### config.mk
export PLATFORM = sky130hd
export DESIGN_NAME = sorted_priority_job_queue_core_flat
export DESIGN_NICKNAME = d
export VERILOG_FILES = /design/src/rtl/core/sjq_pkg.sv /design/src/rtl/core/sjq_if.sv /design/src/rtl/core/sjq_cell.sv /design/src/rtl/core/sorted_priority_job_queue_core.sv /design/src/flat_wrapper.sv
export SDC_FILE = /design/constraint.sdc
export NUM_CORES = 1
export LEC_CHECK = 0
export ABC_AREA = 1
export ABC_CLOCK_PERIOD_IN_PS = 8600
export BUFFER_PORTS_ARGS = -buffer_cell sky130_fd_sc_hd__buf_2
export CAP_MARGIN = 20
export CELL_PAD_IN_SITES_DETAIL_PLACEMENT = 2
export CELL_PAD_IN_SITES_GLOBAL_PLACEMENT = 2
export CORE_AREA = 10 10 309 311
export DETAILED_ROUTE_END_ITERATION = 10
export DIE_AREA = 0 0 319 321
export GPL_TIMING_DRIVEN = 0
export PLACE_DENSITY_LB_ADDON = 0.12
export SYNTH_ARGS = -nofsm -noshare
export SYNTH_HDL_FRONTEND = slang
export SYNTH_SLANG_ARGS = --single-unit
### constraint.sdc
create_clock -name clk_i -period 8.6 [get_ports clk_i]
set_input_delay 1.72 -clock clk_i [delete_from_list [all_inputs] [get_ports clk_i]]
set_output_delay 1.72 -clock clk_i [all_outputs]
set_load 0.01 [all_outputs]
### src/rtl/core/sjq_pkg.sv
// Package for the sorted priority job queue: operation codes and transaction payload types.
package sjq_pkg;

  localparam int unsigned IdW      = 16;
  localparam int unsigned PriPortW = 8;
  localparam int unsigned CntPortW = 5;

  typedef enum logic [1:0] {
    KIND_ENQ  = 2'd0,
    KIND_DEQ  = 2'd1,
    KIND_PEEK = 2'd2
  } kind_e;

  typedef struct packed {
    kind_e                      kind;
    logic signed [IdW-1:0]      job_id;
    logic [PriPortW-1:0]        job_priority;
  } req_t;

  typedef struct packed {
    logic                       job_valid;
    logic signed [IdW-1:0]      out_id;
    logic [PriPortW-1:0]        out_priority;
    logic                       accepted;
    logic [CntPortW-1:0]        entry_count;
    logic [CntPortW-1:0]        space_left;
    logic                       is_full;
    logic                       is_empty;
  } rsp_t;

  // Per-cycle command broadcast to every cell of the chain
  typedef struct packed {
    logic enq;
    logic deq;
  } cell_ctrl_t;

endpackage

### src/rtl/core/sjq_if.sv
// Valid/ready channel interfaces for queue requests and responses.
interface sjq_req_if;
  import sjq_pkg::*;
  logic valid;
  logic ready;
  req_t payload;
  modport source (output valid, output payload, input ready);
  modport sink (input valid, input payload, output ready);
endinterface

interface sjq_rsp_if;
  import sjq_pkg::*;
  logic valid;
  logic ready;
  rsp_t payload;
  modport source (output valid, output payload, input ready);
  modport sink (input valid, input payload, output ready);
endinterface

### src/rtl/core/sjq_cell.sv
// One slot of the sorted chain: holds a job and shifts with its neighbours.
module sjq_cell #(
  parameter int unsigned PRIORITY_BITS = 8
) (
  input  logic                          clk_i,
  input  sjq_pkg::cell_ctrl_t           ctrl_i,
  input  logic                          occ_i,
  input  logic [sjq_pkg::IdW-1:0]       new_id_i,
  input  logic [PRIORITY_BITS-1:0]      new_pri_i,
  input  logic                          left_le_i,
  input  logic [sjq_pkg::IdW-1:0]       left_id_i,
  input  logic [PRIORITY_BITS-1:0]      left_pri_i,
  input  logic [sjq_pkg::IdW-1:0]       right_id_i,
  input  logic [PRIORITY_BITS-1:0]      right_pri_i,
  output logic                          le_o,
  output logic [sjq_pkg::IdW-1:0]       id_o,
  output logic [PRIORITY_BITS-1:0]      pri_o
);
  import sjq_pkg::*;

  logic [IdW-1:0]           id_q, id_d;
  logic [PRIORITY_BITS-1:0] pri_q, pri_d;

  // Held job stays ahead of the new one when its number is not larger
  assign le_o = occ_i && (pri_q <= new_pri_i);

  always_comb begin
    id_d  = id_q;
    pri_d = pri_q;
    if (ctrl_i.enq) begin
      if (le_o) begin
        id_d  = id_q;
        pri_d = pri_q;
      end else if (left_le_i) begin
        id_d  = new_id_i;
        pri_d = new_pri_i;
      end else begin
        id_d  = left_id_i;
        pri_d = left_pri_i;
      end
    end else if (ctrl_i.deq) begin
      id_d  = right_id_i;
      pri_d = right_pri_i;
    end
  end

  always_ff @(posedge clk_i) begin
    id_q  <= id_d;
    pri_q <= pri_d;
  end

  assign id_o  = id_q;
  assign pri_o = pri_q;

endmodule

### src/rtl/core/sorted_priority_job_queue_core.sv
// Top level of the sorted priority job queue: cell chain, occupancy count and response register.
//
// Sorted priority job queue. Holds up to DEPTH jobs (16-bit signed id, nonzero
// priority, 1 most urgent) in a row of cells kept in priority order, most urgent
// in cell 0. Each request transaction is enqueue, dequeue or peek; each produces
// exactly one response transaction carrying the returned job (if any), the
// accepted flag and the count, free space, full and empty status after the
// operation. Enqueue places the job behind all held jobs of equal or smaller
// priority number, so ties leave in arrival order; it is dropped when the queue
// is full or the priority (reduced to PRIORITY_BITS bits) is zero. Peek of a job
// with a negative id reports no job. Every cell compares its priority with the
// incoming one and shifts towards its neighbour in the same cycle, so an
// operation completes in the cycle it is accepted. One request per cycle is
// taken while the response register is empty or being drained; the response
// is registered and valid in the cycle after. The response register is the
// only buffering, so a stalled response stalls the request side.
module sorted_priority_job_queue_core #(
  parameter int unsigned DEPTH         = 16,
  parameter int unsigned PRIORITY_BITS = 8
) (
  input  logic       clk_i,
  input  logic       rst_ni,
  sjq_req_if.sink    req_i,
  sjq_rsp_if.source  rsp_o
);
  import sjq_pkg::*;

  localparam int unsigned CntW = $clog2(DEPTH + 1);

  logic [CntW-1:0]          count_q, count_d;
  logic                     rsp_valid_q;
  rsp_t                     rsp_q, rsp_d;
  logic                     accept;
  logic                     enq_ok, deq_ok, peek_ok;
  logic [PRIORITY_BITS-1:0] new_pri;
  cell_ctrl_t               ctrl;

  logic [IdW-1:0]           cell_id  [DEPTH];
  logic [PRIORITY_BITS-1:0] cell_pri [DEPTH];
  logic                     cell_le  [DEPTH];

  // Single response register; a new request enters when it is free or draining
  assign req_i.ready = !rsp_valid_q || rsp_o.ready;
  assign accept      = req_i.valid && req_i.ready;

  assign new_pri = PRIORITY_BITS'(req_i.payload.job_priority);

  always_comb begin
    enq_ok  = 1'b0;
    deq_ok  = 1'b0;
    peek_ok = 1'b0;
    case (req_i.payload.kind)
      KIND_ENQ: begin
        enq_ok = (count_q != CntW'(DEPTH)) && (new_pri != '0);
      end
      KIND_DEQ: begin
        deq_ok = (count_q != '0);
      end
      KIND_PEEK: begin
        // negative id reports nothing
        peek_ok = (count_q != '0) && !cell_id[0][IdW-1];
      end
      default: begin
        enq_ok  = 1'b0;
        deq_ok  = 1'b0;
        peek_ok = 1'b0;
      end
    endcase
  end

  assign ctrl.enq = accept && enq_ok;
  assign ctrl.deq = accept && deq_ok;

  always_comb begin
    count_d = count_q;
    if (ctrl.enq) begin
      count_d = count_q + CntW'(1);
    end else if (ctrl.deq) begin
      count_d = count_q - CntW'(1);
    end
  end

  // Chain of cells: cell 0 sees an always-true left flag so it takes the new job
  // when nothing held stays ahead; the last cell shifts in don't-care data.
  for (genvar i = 0; i < DEPTH; i++) begin : g_cell
    logic                     left_le;
    logic [IdW-1:0]           left_id;
    logic [PRIORITY_BITS-1:0] left_pri;
    logic [IdW-1:0]           right_id;
    logic [PRIORITY_BITS-1:0] right_pri;

    if (i == 0) begin : g_first
      assign left_le  = 1'b1;
      assign left_id  = req_i.payload.job_id;
      assign left_pri = new_pri;
    end else begin : g_inner
      assign left_le  = cell_le[i-1];
      assign left_id  = cell_id[i-1];
      assign left_pri = cell_pri[i-1];
    end

    if (i == DEPTH - 1) begin : g_last
      assign right_id  = '0;
      assign right_pri = '0;
    end else begin : g_body
      assign right_id  = cell_id[i+1];
      assign right_pri = cell_pri[i+1];
    end

    sjq_cell #(
      .PRIORITY_BITS (PRIORITY_BITS)
    ) u_cell (
      .clk_i       (clk_i),
      .ctrl_i      (ctrl),
      .occ_i       (CntW'(i) < count_q),
      .new_id_i    (req_i.payload.job_id),
      .new_pri_i   (new_pri),
      .left_le_i   (left_le),
      .left_id_i   (left_id),
      .left_pri_i  (left_pri),
      .right_id_i  (right_id),
      .right_pri_i (right_pri),
      .le_o        (cell_le[i]),
      .id_o        (cell_id[i]),
      .pri_o       (cell_pri[i])
    );
  end

  // Response built from the head cell and the post-operation count
  always_comb begin
    rsp_d              = '0;
    rsp_d.job_valid    = deq_ok || peek_ok;
    rsp_d.out_id       = (deq_ok || peek_ok) ? cell_id[0] : '0;
    rsp_d.out_priority = (deq_ok || peek_ok) ? PriPortW'(cell_pri[0]) : '0;
    rsp_d.accepted     = enq_ok;
    rsp_d.entry_count  = CntPortW'(count_d);
    rsp_d.space_left   = CntPortW'(CntW'(DEPTH) - count_d);
    rsp_d.is_full      = (count_d == CntW'(DEPTH));
    rsp_d.is_empty     = (count_d == '0);
  end

  always_ff @(posedge clk_i or negedge rst_ni) begin
    if (!rst_ni) begin
      count_q     <= '0;
      rsp_valid_q <= 1'b0;
    end else begin
      count_q <= count_d;
      if (accept) begin
        rsp_valid_q <= 1'b1;
      end else if (rsp_o.ready) begin
        rsp_valid_q <= 1'b0;
      end
    end
  end

  always_ff @(posedge clk_i) begin
    if (accept) begin
      rsp_q <= rsp_d;
    end
  end

  assign rsp_o.valid   = rsp_valid_q;
  assign rsp_o.payload = rsp_q;

endmodule
### src/flat_wrapper.sv
// flat-port wrapper written by rule: the top's interface ports become plain ports
module sorted_priority_job_queue_core_flat import sjq_pkg::*;
#(
  parameter int unsigned DEPTH         = 16,
  parameter int unsigned PRIORITY_BITS = 8
)
  (clk_i, rst_ni, req_i_valid, req_i_payload, req_i_ready, rsp_o_valid, rsp_o_payload, rsp_o_ready);
  sjq_req_if req_i_i ();
  sjq_rsp_if rsp_o_i ();
  input  logic clk_i;
  input  logic rst_ni;
  input wire logic [$bits(req_i_i.valid)-1:0] req_i_valid;
  input wire logic [$bits(req_i_i.payload)-1:0] req_i_payload;
  output wire logic [$bits(req_i_i.ready)-1:0] req_i_ready;
  output wire logic [$bits(rsp_o_i.valid)-1:0] rsp_o_valid;
  output wire logic [$bits(rsp_o_i.payload)-1:0] rsp_o_payload;
  input wire logic [$bits(rsp_o_i.ready)-1:0] rsp_o_ready;
  assign req_i_i.valid = req_i_valid;
  assign req_i_i.payload = req_i_payload;
  assign req_i_ready = req_i_i.ready;
  assign rsp_o_valid = rsp_o_i.valid;
  assign rsp_o_payload = rsp_o_i.payload;
  assign rsp_o_i.ready = rsp_o_ready;
  sorted_priority_job_queue_core #(.DEPTH(DEPTH), .PRIORITY_BITS(PRIORITY_BITS)) u_core (.clk_i(clk_i), .rst_ni(rst_ni), .req_i(req_i_i), .rsp_o(rsp_o_i));
endmodule
# Word-level counts from Yosys, hierarchy flattened
# Index checks and enable logic that the tools add are counted.
totals:
  ff_bits: 428
  input_bits: 30
  out_inout_bits: 40
  word_cells: 277
op_classes:
  n_addsub: 3
  magnitude_cmp: 32
  eq_ne: 20
  mux: 133
  n_reduce_logical: 47
ops:
  columns: ["cell", "n"]
  rows:
  - ["16-bit two-way mux", 63]
  - ["8-bit two-way mux", 63]
  - ["8-bit <= comparator", 16]
  - ["4-bit by 5-bit < comparator with 1-bit output, first input constant", 8]
  - ["2-bit inequality test, second input constant", 16]
  - ["2-bit AND reduction", 16]
  - ["1-bit logical AND", 21]
  - ["3-bit by 5-bit < comparator with 1-bit output, first input constant", 4]
  - ["1-bit by 5-bit < comparator with 1-bit output, first input constant", 2]
  - ["2-bit by 5-bit < comparator with 1-bit output, first input constant", 2]
  - ["5-bit two-way mux", 2]
  - ["8-bit nonzero test", 1]
  - ["5-bit by 1-bit adder with 5-bit output, second input constant", 1]
  - ["5-bit equality test, second input constant", 1]
  - ["5-bit logical NOT", 1]
  - ["1-bit two-way mux", 5]
  - ["5-bit inequality test, second input constant", 1]
  - ["5-bit nonzero test", 1]
  - ["5-bit by 1-bit subtractor with 5-bit output, second input constant", 1]
  - ["5-bit subtractor, first input constant", 1]
  - ["2-bit nonzero test", 2]
  - ["2-bit by 1-bit equality test with 1-bit output, second input constant", 1]
  - ["2-bit equality test, second input constant", 1]
  - ["1-bit logical NOT", 2]
  - ["other kinds (2)", 3]

# Depth between registers and ports, before layout
depth:
  word_depth: 7
  ltp_mapped: 15
  ltp_nobuf: 15

# Cells and area by module
# A second synthesis with hierarchy kept.
hier_totals:
  hier_cells: 2963
  area_unflattened_um2: 25592.0
by_module_without_submodules:
  columns: ["mod", "n_inst", "cells_per_inst", "area_per_inst_um2", "seq_area_each_um2"]
  rows:
  - ["sjq_cell", 16, 171, 1460.2, 720.7]
  - ["sorted_priority_job_queue_core", 1, 227, 2229.6, 1261.2]

# Worst setup path after synthesis
# Ideal clock, no wire load.
synth_timing:
  kind: "input -> register"
  startpoint: "input port rsp_o_ready"
  endpoint: "register u_core.g_cell[0].u_cell.id_q[0], enable pin"
  setup_time_ns: 0.381
  arrival_time_ns: 4.441
  required_time_ns: 8.219
  slack_ns: 3.778
  cell_stages: 6
  path_buffers: 2
  path_cell_list: "inv_1 a21oi_2 nand3_1 buf_2 clkbuf_1 nand2_1"
synth_via:
  elab_chain_cells: 5
synth_lines:
  columns: ["item", "line", "text"]
  rows:
  - ["from (decl)", "flat_wrapper.sv:17", "input wire logic [$bits(rsp_o_i.ready)-1:0] rsp_o_ready;"]
  - ["1-bit logical OR (*)", "sorted_priority_job_queue_core.sv:43", "assign req_i.ready = !rsp_valid_q || rsp_o.ready;"]
  - ["1-bit logical AND (*)", "sorted_priority_job_queue_core.sv:44", "assign accept = req_i.valid && req_i.ready;"]
  - ["net u_core.accept", "sorted_priority_job_queue_core.sv:33", "logic accept;"]
  - ["1-bit logical AND (on tied branches)", "sorted_priority_job_queue_core.sv:71, sorted_priority_job_queue_core.sv:72", null]
  - ["2-bit inequality test (no source line) or 2-bit nonzero test (tied branches)", null, null]
  - ["2-bit AND reduction (no source line) (*)", null, null]
  - ["to (signal assigned)", "sjq_cell.sv:48", "id_q <= id_d;"]
  - ["to (decl)", "sjq_cell.sv:21", "logic [IdW-1:0] id_q, id_d;"]
# The timed path passes the listed nets; every way through them passes the cells marked *.
# A chain may end at the register's enable or synchronous reset.

# Worst setup path after layout
layout_timing:
  startpoint: "input port req_i_payload[7]"
  endpoint: "register u_core.g_cell[9].u_cell.pri_q[3], enable pin"
layout_via:
  elab_chain_cells: 6
layout_lines:
  columns: ["item", "line", "text"]
  rows:
  - ["from (decl)", "flat_wrapper.sv:13", "input wire logic [$bits(req_i_i.payload)-1:0] req_i_payload;"]
  - ["branches (longest 5 deep; another with 8-bit <= comparator)", null, null]
  - ["2-bit AND reduction (no source line) (*)", null, null]
  - ["to (signal assigned)", "sjq_cell.sv:49", "pri_q <= pri_d;"]
  - ["to (decl)", "sjq_cell.sv:22", "logic [PRIORITY_BITS-1:0] pri_q, pri_d;"]
# Mark *: on every way between the ends.

==> impl_results.md <==
* Antenna violations before repair at 4
* Mapped Area at 26600 sq um
* Hold Path Class: flip-flop to flip-flop
* Vias in the first global route at 27.4k
* DRC errors left at 0
* DR vias at 24.7k
* Hold Crit Depth at 2
* Postcts setup bufs at 0
* Final Non-Filler Cells at 4819
* Routability cong. at 0.813
* Setup_tns at 0 ps
* Clk_skew at 21.9 ps
* Worst endpoint required time at 8950 ps
* Critical path arrival at 5650 ps
* Post-synthesis async set-or-reset flop share at 1.41%
* P_leak at 14.8 nW
* Worst r2r path cells at 10
* DRT antenna net count at 0
* Vias per std cell at 5.12
* Nets@finish at 3756
* Hold path start: u_core.g_cell[15].u_cell.id_o[3]
* FF-to-FF Start: u_core.count_q[0]
* PwrDens at 263 nW/um^2
* Post-synth top flop: edfxtp_1
* CTS tree: yes
* Fin. Hold Viols at 0
* Io pins at 70
* Reg2reg end: u_core.g_cell[10].u_cell.id_o[11]
* First-pass GRT wire length at 173000 um
* Maxcap violations at 0
* Most used cell, CP: nand2_1
* Share of Yosys cell area claimed by the top area cell type at 47.5%
* Final wirelength at 117000 um
* Largest net degree at the start of global routing at 29
* H-tree depth at 2
* Worst setup path class: input pin to flip-flop
* Sink Count at 427
* Hold-fix buffers, CTS at 0
* #FFs+latches synth at 427
* Num CTS Buffers at 58
* Avg Cell Area, Syn at 7.75 sq um
* Minimum hold slack at 526 ps
* Synth cell types at 31
* Syn. warnings at 0
* Fmax at 0.189 GHz
* Area grow syn2layout at 17.2%
* Mapped Nets at 3599
* Synth area leader: edfxtp_1
* Crit Path Max Fanout at 20
* Congestion Overflow GR at 0
* VDD IR max at 0.000149 V
* Fraction of layout cells with a size suffix above 1 at 8.54%
* Die area at 102000 sq um
* Port bufs at 69
* Core Footprint at 89300 sq um
* Die X at 319 um
* Drt wl/cell at 24.3 um
* GRT Util Overall at 22.3%
* Reg2reg setup slack at 4550 ps
* CP max stage cell: clkbuf_1
* Crit path launch type: input pin
* Detailed placement HPWL at 89900 um
* Area contributors post-synth: edfxtp_1 47%, nand2_1 18%, nand3_1 13%
* Tcrit/Tclk final at 61.6%
* Post-synthesis sequential area ratio at 48.1%
* Bufs on Longest Clock Path at 3
* Worst hold endpoint: u_core.g_cell[14].u_cell.id_o[3]
* Initial DRC Count at 1355
* CP Capture Type: flip-flop
* First-pass DRT Iterations at 5
* Std cell rows at 110
* Commonest cells in the netlist: 1257 x nand2_1, 712 x nand3_1, 421 x edfxtp_1
* Post-synthesis instance total at 3434
* CP max stage delay at 480 ps
* Number of synthesized flops with an enable pin at 421
* Crit-path cells: buf_2 > clkinv_1 > clkbuf_2 > buf_16 > ha_1 > nand2_1 > nor2_1 > nand2_1 > nand2_1 > nand2_1 > nand2_1 > clkbuf_1 > nand2_1 > nand2_1 > buf_16
* Tmin final at 5300 ps
* Worst skew pair latency at 660 ps
* Count of pins over their slew limit at 0
* RSZ-0062 raised after global routing: false
* Inst Count DP at 4694
* Outcome: complete, no violations
* Worst-margin pin slew at 1040 ps
* Post-cts resize count at 0
* Worst slew margin at 30.4%
* Die Ht at 321 um
* Clock slew at reported path FFs at 60 ps
* Starting Density at 29.8%
* CTS Root Cell: clkbuf_16
* Setup Viol. Count Final at 0
* Most common cell in the netlist: nand2_1
## worst max-delay path by stage
stage | from | end | slack (ps) | cells past startpoint
floorplan | rsp_o_ready | u_core.g_cell[0].u_cell.id_o[0] | 3780 | 6
global placement | req_i_payload[6] | u_core.g_cell[9].u_cell.pri_o[2] | 1520 | 12
detailed placement | req_i_payload[7] | u_core.g_cell[8].u_cell.pri_o[2] | 2450 | 14
CTS | req_i_payload[3] | u_core.g_cell[5].u_cell.pri_o[7] | 3110 | 14
global route | req_i_payload[7] | u_core.g_cell[14].u_cell.id_o[9] | 2990 | 15
finish | req_i_payload[7] | u_core.g_cell[9].u_cell.pri_o[3] | 3300 | 15
## layout make-up
class / instances / area (sq um)
Clock buffer: 75 / 1610
Sequential cell: 427 / 12800
Inverter: 430 / 1610
Clock inverter: 35 / 538
Buffer: 208 / 942
Timing Repair Buffer: 97 / 923
Antenna cell: 2 / 5.00
Fill cell: 10200 / 58100
Multi-Input combinational cell: 2369 / 11300
Tap cell: 1176 / 1470
## routing by layer
layer	vias up	global-route usage (%)	wire length (um)
li1	11500	-	-
met1	12500	25.1	47600
met2	393	42.3	60800
met3	187	2.51	3350
met4	0	8.76	5110
met5	-	0	0
## placed cells by master, fill, tap and decap left out, types with 12 or more instances in the layout
cell type,count
buf_2,142
a21oi_1,74
o21ai_0,43
inv_1,417
ha_1,135
edfxtp_1,421
nand3_1,712
clkinv_2,12
nand4_1,18
clkbuf_16,61
buf_4,13
nor2_1,95
buf_8,13
clkbuf_2,17
nand2_1,1257
clkbuf_1,111
nor3_1,14
bufinv_16,14
## registers in the layout, indices dropped and copies added (netlist names)
name / cells
u_core.rsp_o.valid: 1
u_core.g_cell.u_cell.id_o: 256
u_core.g_cell.u_cell.pri_o: 128
u_core.count_q: 5
u_core.rsp_o.payload: 37
## where the power goes
| part | internal, W | switching, W |
|---|---|---|
| logic | 0.000715 | 0.00195 |
| registers | 0.00259 | 0.000172 |
| clock network | 0.00173 | 0.00103 |
| total | 0.00504 | 0.00316 |
## per-stage QoR
stage | power, W | util [%] | worst slack, ps | area (sq um)
floorplan | 0.00443 | - | 3780 | 26600
global placement | 0.00526 | 31.8 | 1520 | 28400
detailed placement | 0.00543 | 32.2 | 2450 | 28800
CTS | 0.00825 | 34.6 | 3110 | 30900
global route | 0.00869 | 34.9 | 2990 | 31200
finish | 0.00819 | 34.9 | 3300 | 31200
## worst max-delay path: cells and delay by family
family / cells / cell delay [ps]
fa+ha+maj: 1 / 310
buf+inv: 6 / 2010
simple gates: 8 / 1560
## kinds of logic after synthesis
kind of cell	count (synthesis)	synth area share (%)
adder cells (fa/ha/maj)	135	6.35
flip-flops	427	48.1
AND/OR/NAND/NOR	2100	33.3
XOR/XNOR	5	0.165
AO/OA/AOI/OAI	129	2.65
buffers and inverters	638	9.52
(Power assumes the default switching activity.)
